===== src/rtl/fpsc_pkg.sv =====
// Shared constants and types for the Fitch parsimony site combiner.
package fpsc_pkg;

	// Number of per-site mutation counters and the address width that follows from it.
	localparam int unsigned MAX_SITES = 4096;
	localparam int unsigned ADDR_W    = (MAX_SITES > 1) ? $clog2(MAX_SITES) : 1;

	// Field widths.
	localparam int unsigned SET_W    = 8;
	localparam int unsigned WEIGHT_W = 32;
	localparam int unsigned CNT_W    = 8;
	localparam int unsigned COST_W   = 48;

	// Output queue geometry.
	localparam int unsigned OUT_DEPTH = 4;
	localparam int unsigned PTR_W     = $clog2(OUT_DEPTH);
	localparam int unsigned LVL_W     = PTR_W + 1;

	localparam logic [ADDR_W-1:0] LAST_ADDR = ADDR_W'(MAX_SITES - 1);
	localparam logic [COST_W-1:0] COST_MAX  = '1;

	// Configuration register indexes.
	localparam int unsigned     CFG_IDX_W           = 1;
	localparam logic [CFG_IDX_W-1:0] REG_USE_WEIGHTS     = 1'd0;
	localparam logic [CFG_IDX_W-1:0] REG_COUNT_MUTATIONS = 1'd1;

	// Read-modify-write update of one mutation counter.
	typedef struct packed {
		logic              valid;
		logic              inc;
		logic [ADDR_W-1:0] addr;
	} upd_t;

	// One result as it waits in the output queue.
	typedef struct packed {
		logic [SET_W-1:0]  combined_set;
		logic              is_change;
		logic [CNT_W-1:0]  site_mutations;
		logic [COST_W-1:0] total_cost;
		logic              is_last;
	} res_t;

endpackage


===== src/rtl/fpsc_out_fifo.sv =====
// Small output queue that decouples the result side from the site pipeline.
module fpsc_out_fifo (
	input  logic                       clk,
	input  logic                       arst_n,
	input  logic                       push,
	input  fpsc_pkg::res_t             push_data,
	input  logic                       pop_ready,
	output logic                       pop_valid,
	output fpsc_pkg::res_t             pop_data,
	output logic [fpsc_pkg::LVL_W-1:0] level
);

	fpsc_pkg::res_t              entry_q [fpsc_pkg::OUT_DEPTH];
	logic [fpsc_pkg::PTR_W-1:0] wr_ptr_q;
	logic [fpsc_pkg::PTR_W-1:0] rd_ptr_q;
	logic [fpsc_pkg::LVL_W-1:0] level_q;
	logic                       pop;

	assign pop_valid = (level_q != '0);
	assign pop_data  = entry_q[rd_ptr_q];
	assign pop       = pop_valid && pop_ready;
	assign level     = level_q;

	// Entry storage.
	always_ff @(posedge clk) begin
		if (push) begin
			entry_q[wr_ptr_q] <= push_data;
		end
	end

	// Pointers and fill level.
	always_ff @(posedge clk or negedge arst_n) begin
		if (!arst_n) begin
			wr_ptr_q <= '0;
			rd_ptr_q <= '0;
			level_q  <= '0;
		end else begin
			if (push) begin
				wr_ptr_q <= wr_ptr_q + 1'b1;
			end
			if (pop) begin
				rd_ptr_q <= rd_ptr_q + 1'b1;
			end
			if (push && !pop) begin
				level_q <= level_q + 1'b1;
			end else if (pop && !push) begin
				level_q <= level_q - 1'b1;
			end
		end
	end

endmodule


===== config.mk =====
export PLATFORM = sky130hd
export DESIGN_NAME = fpsc_out_fifo
export DESIGN_NICKNAME = d
export VERILOG_FILES = /design/src/rtl/fpsc_pkg.sv /design/src/rtl/fpsc_out_fifo.sv
export SDC_FILE = /design/constraint.sdc
export NUM_CORES = 1
export LEC_CHECK = 0
export ABC_AREA = 1
export BUFFER_PORTS_ARGS = -buffer_cell sky130_fd_sc_hd__buf_2
export CAP_MARGIN = 20
export CORE_ASPECT_RATIO = 0.7
export CORE_MARGIN = 2
export CORE_UTILIZATION = 35
export DETAILED_ROUTE_END_ITERATION = 8
export GPL_ROUTABILITY_DRIVEN = 0
export HOLD_SLACK_MARGIN = 0.12
export MAX_ROUTING_LAYER = met4
export PLACE_DENSITY = 0.52
export SETUP_SLACK_MARGIN = 0.15
export SLEW_MARGIN = 20
export SYNTH_ARGS = -nofsm -noshare
export SYNTH_HDL_FRONTEND = slang
export SYNTH_SLANG_ARGS = --single-unit

===== constraint.sdc =====
create_clock -name clk -period 3.5 [get_ports clk]
set_input_delay 0.7 -clock clk [delete_from_list [all_inputs] [get_ports clk]]
set_output_delay 0.7 -clock clk [all_outputs]
set_load 0.01 [all_outputs]

* Word-level counts from Yosys, hierarchy flattened *
Memories as Yosys holds them, arrays and structs flattened.
Index checks and enable logic that the tools add are counted.

storage, ports and cells
  memory bits (writable) = 264
  memories = 1
  register bits = 7

operators by class
  add/sub/neg operators = 4
  reduce and logical (&&, ||, !) cells = 7
  multiplexer cells = 4

memory list
  name     depth  bits a word  rd ports  clocked after Yosys merged registers in  write ports  line                 RTL
  entry_q  4      66           1         0                                        1            fpsc_out_fifo.sv:13  fpsc_pkg::res_t entry_q [fpsc_pkg::OUT_DEPTH];

operator list
  operator             count
  $mux 3               2
  $add 2x1->2 const B  2
  $add 3x1->3 const B  1
  $logic_and 1x1->1    3
  $reduce_bool 3->1    1
  $sub 3x1->3 const B  1
  $logic_not 1->1      2
  $mux 1               2
  $reduce_bool 2->1    1

* Depth between registers and ports, before layout *
  depth in word-level cells = 5
  mapped depth = 11

* Worst setup path after synthesis *
No wires, ideal clock.

  kind = input-to-reg
  start = in push
  end = mem entry_q[0][0] in the netlist's numbering (enable)
  arrival time = 2272 ps
  setup slack = 808 ps
  stages on the path = 3
  library setup time = 420 ps
  data required time = 3080 ps
  cells stage by stage = clkbuf_1 > nand2_1 > inv_1

on the way
  longest elaborated chain between the ends = 2

ends and longest elaborated chain
  element                       line                 RTL
  start, declared               fpsc_out_fifo.sv:5   input logic push,
  $mux 1                        fpsc_out_fifo.sv:26  if (push) begin
  $mux 1 (not written as such)  fpsc_out_fifo.sv:27  entry_q[wr_ptr_q] <= push_data;
  end, declared                 fpsc_out_fifo.sv:13

Every way passes these cells.

==> run_results.csv <==
group,metric,value,unit
worst_hold_path,hp-class,"in2reg",
sta,finalClockSkew,0.00807,ns
routing,detail-route-antenna-nets,0,
critical_path,cp_cell_sequence,"inv_8 > buf_4 > nand2_1 > o211ai_1 > nand2_1 > buf_2",
critical_path,rrSetupSlack,1.44,ns
global_route,grt_antenna_before_repair,2,
sta,hold_violations,0,
yosys,syn_avg_cell_area,13.4,um2
clock_network,clock-sinks,271,
floorplan,die-area,33100,um2
critical_path,crit_slowest_cell,"dfrtp_1",
floorplan,num_io_pins,140,
floorplan,rows,54,
sta,fin_tns_setup,0,ns
sta,report.final.slew_viol_count,0,
critical_path,startpoint_type,"register",
place,port_buffers,139,
routing,detail_route.wl_per_cell,16.6,um
sta,post-route-period-util,0.853,
yosys,synth-main-ff-cell,"edfxtp_1",
yosys,seq_area_frac_synth,0.732,
yosys,yosysWarnings,0,
floorplan,die_w,217,um
yosys,yosys.area.top_type,"edfxtp_1",
yosys,synth_edf_count,264,
place,dp_hpwl,14300,um
yosys,async_flop_share,0.0258,
pwr,p_per_area,841,nW/um2
sta,worst_pin_slew,0.893,ns
sta,clock.fmax,0.335,GHz
critical_path,max_stage_delay,0.45,ns
sta,worst_slack,0.513,ns
floorplan,die_h,153,um
yosys,yosys.cell_count.top_type,"edfxtp_1",
routing,drt_iter0_drc,350,
sta,rsz0062_at_grt,"false",
outcome,status,"complete, no violations",
final_layout,fin_nets,1040,
floorplan,coreArea,31100,um2
worst_hold_path,min_path_cells,1,
final_layout,drive_above_1_share,0.206,
yosys,syn-num-nets,901,
yosys,ys_seq_elements,271,
clock_network,clock_latency,0.53,ns
global_route,grt_usage,0.145,
critical_path,r2r-start,"wr_ptr_q[0]",
clock_network,cts_root_buffer,"clkbuf_16",
global_route,overflow,0,
yosys,synthTopCellsByCount,"edfxtp_1 (264), nand2_1 (218), inv_1 (143)",
final_layout,area_growth,16.7,%
yosys,netlist.area_leader.share,0.717,
critical_path,reg2reg_to,"entry_q[0][8]",
run,maxCapViolations,0,
yosys,ys_top_cells_by_area,"edfxtp_1 (72%), o211ai_1 (8.2%), nand2_1 (7.4%)",
critical_path,cp.required,2.80,ns
global_route,grt_pass1_vias,6166,
sta,hold_slack,0.382,ns
critical_path,crit_fanout,89,
clock_network,numCtsBuffers,28,
critical_path,path_common_cell,"nand2_1",
critical_path,cp.arrival,2.29,ns
clock_network,htreeDepth,1,
clock_network,cts_tree,"done",
critical_path,endpoint_kind,"output port",
routing,drcViolationCount,0,
clock_network,clock_path_buffers,3,
yosys,syn_area,11100,um2
routing,wl,23400,um
pwr,p_leak,5.20,nW
global_route,grt_pass1_wl,36400,um
yosys,synthCells,825,
sta,slew_headroom,0.405,
floorplan,start_util,0.355,
sta,finalCriticalPeriod,2.99,ns
global_route,grt_max_degree,90,
worst_hold_path,whs_endpoint,"entry_q[2][3]",
clock_network,clk_pin_slew_worst_paths,0.06,ns
pwr,vdd_drop_max,0.512,mV
routing,via_per_inst,4.49,
place,dp_slack,1.01,ns
critical_path,worst_r2r_path_depth,5,
yosys,synthDistinctLibCells,19,
routing,dr_total_vias,6316,
worst_hold_path,min_from,"push_data[3]",
critical_path,critPathKind,"reg2out",
routing,first_pass_iters,4,
sta,setup_viol,0,
## placed cells by master, fill, tap and decap left out, drive strengths merged, types with 2 or more instances in the layout
master  instances
diode           2
buf           153
nand2         218
clkinv         11
clkbuf         41
edfxtp        264
inv           141
dfrtp           7
o211ai        132
ha              5
nand3           3
bufinv          2
## critical path: cells and delay by family, from the launching register on
kind	cells	cell delay, ns
AO/OA/AOI/OAI	1	0.09
flip-flops	1	0.45
buffers and inverters	3	0.94
AND/OR/NAND/NOR	2	0.25
## cell families after synthesis
| kind of cell | after synthesis | share of synthesized area |
|---|---|---|
| DFF | 271 | 0.732 |
| and+or+nand+nor | 223 | 0.0762 |
| buffers and inverters | 190 | 0.0873 |
| adders and majority gates | 6 | 0.00746 |
| xor gates and xnor gates | 2 | 0.00158 |
| AOI/OAI and AO/OA | 133 | 0.0950 |
## metal layers
metal	share of wire	global-route usage
met2	0.42	0.201
met4	0.017	0.0274
met3	0.044	0.0277
met1	0.52	0.221
met5	0	-
## sequential cells by signal (all words and copies together) (netlist names)
name	flops
entry_q	264
level	3
rd_ptr_q	2
wr_ptr_q	2
## area by class of cell
| class | count | area [um2] |
|---|---|---|
| Clock buffer | 41 | 781 |
| Multi-Input combinational cell | 364 | 1990 |
| Fill cell | 2906 | 18200 |
| Tap cell | 420 | 526 |
| Sequential cell | 271 | 8100 |
| Timing Repair Buffer | 154 | 861 |
| Clock inverter | 9 | 86.3 |
| Inverter | 145 | 557 |
| Antenna cell | 2 | 5.00 |
## report_power, final
part	leakage, nW	total, mW	switching (mW)	internal, mW
clock	0.417	2.83	1.15	1.68
sequential	2.51	4.40	0.154	4.25
combinational	2.27	3.63	2.46	1.17
## worst max-delay path by stage
stage                start             to  slack [ns]  depth (start not counted)
6_report       rd_ptr_q[0]   pop_data[50]        0.51                          6
3_5_place_dp   rd_ptr_q[1]   pop_data[14]        1.01                          5
5_1_grt        rd_ptr_q[0]   pop_data[50]        0.32                          6
3_3_place_gp   rd_ptr_q[1]   pop_data[14]        1.00                          5
4_1_cts        rd_ptr_q[1]   pop_data[14]        0.44                          5
2_1_floorplan         push  entry_q[0][0]        0.81                          3
## per-stage QoR
stage / area (um2) / total power, mW / utilization / std cells
after floorplan: 11100 / 7.05 / - / 825
after global placement: 12000 / 8.17 / 0.386 / 1353
after detailed placement: 12000 / 8.20 / 0.386 / 1353
after CTS: 12900 / 11.1 / 0.414 / 1404
after global routing: 12900 / 11.6 / 0.415 / 1406
final: 12900 / 10.9 / 0.415 / 1406
## timing repair
item | in CTS | in global routing
gates resized for setup | 0 | 0
hold endpoints to repair | 7 | 0
setup buffers | 0 | 0
hold buffers | 1 | 0
No activity file was read; power rests on OpenSTA's default activity.
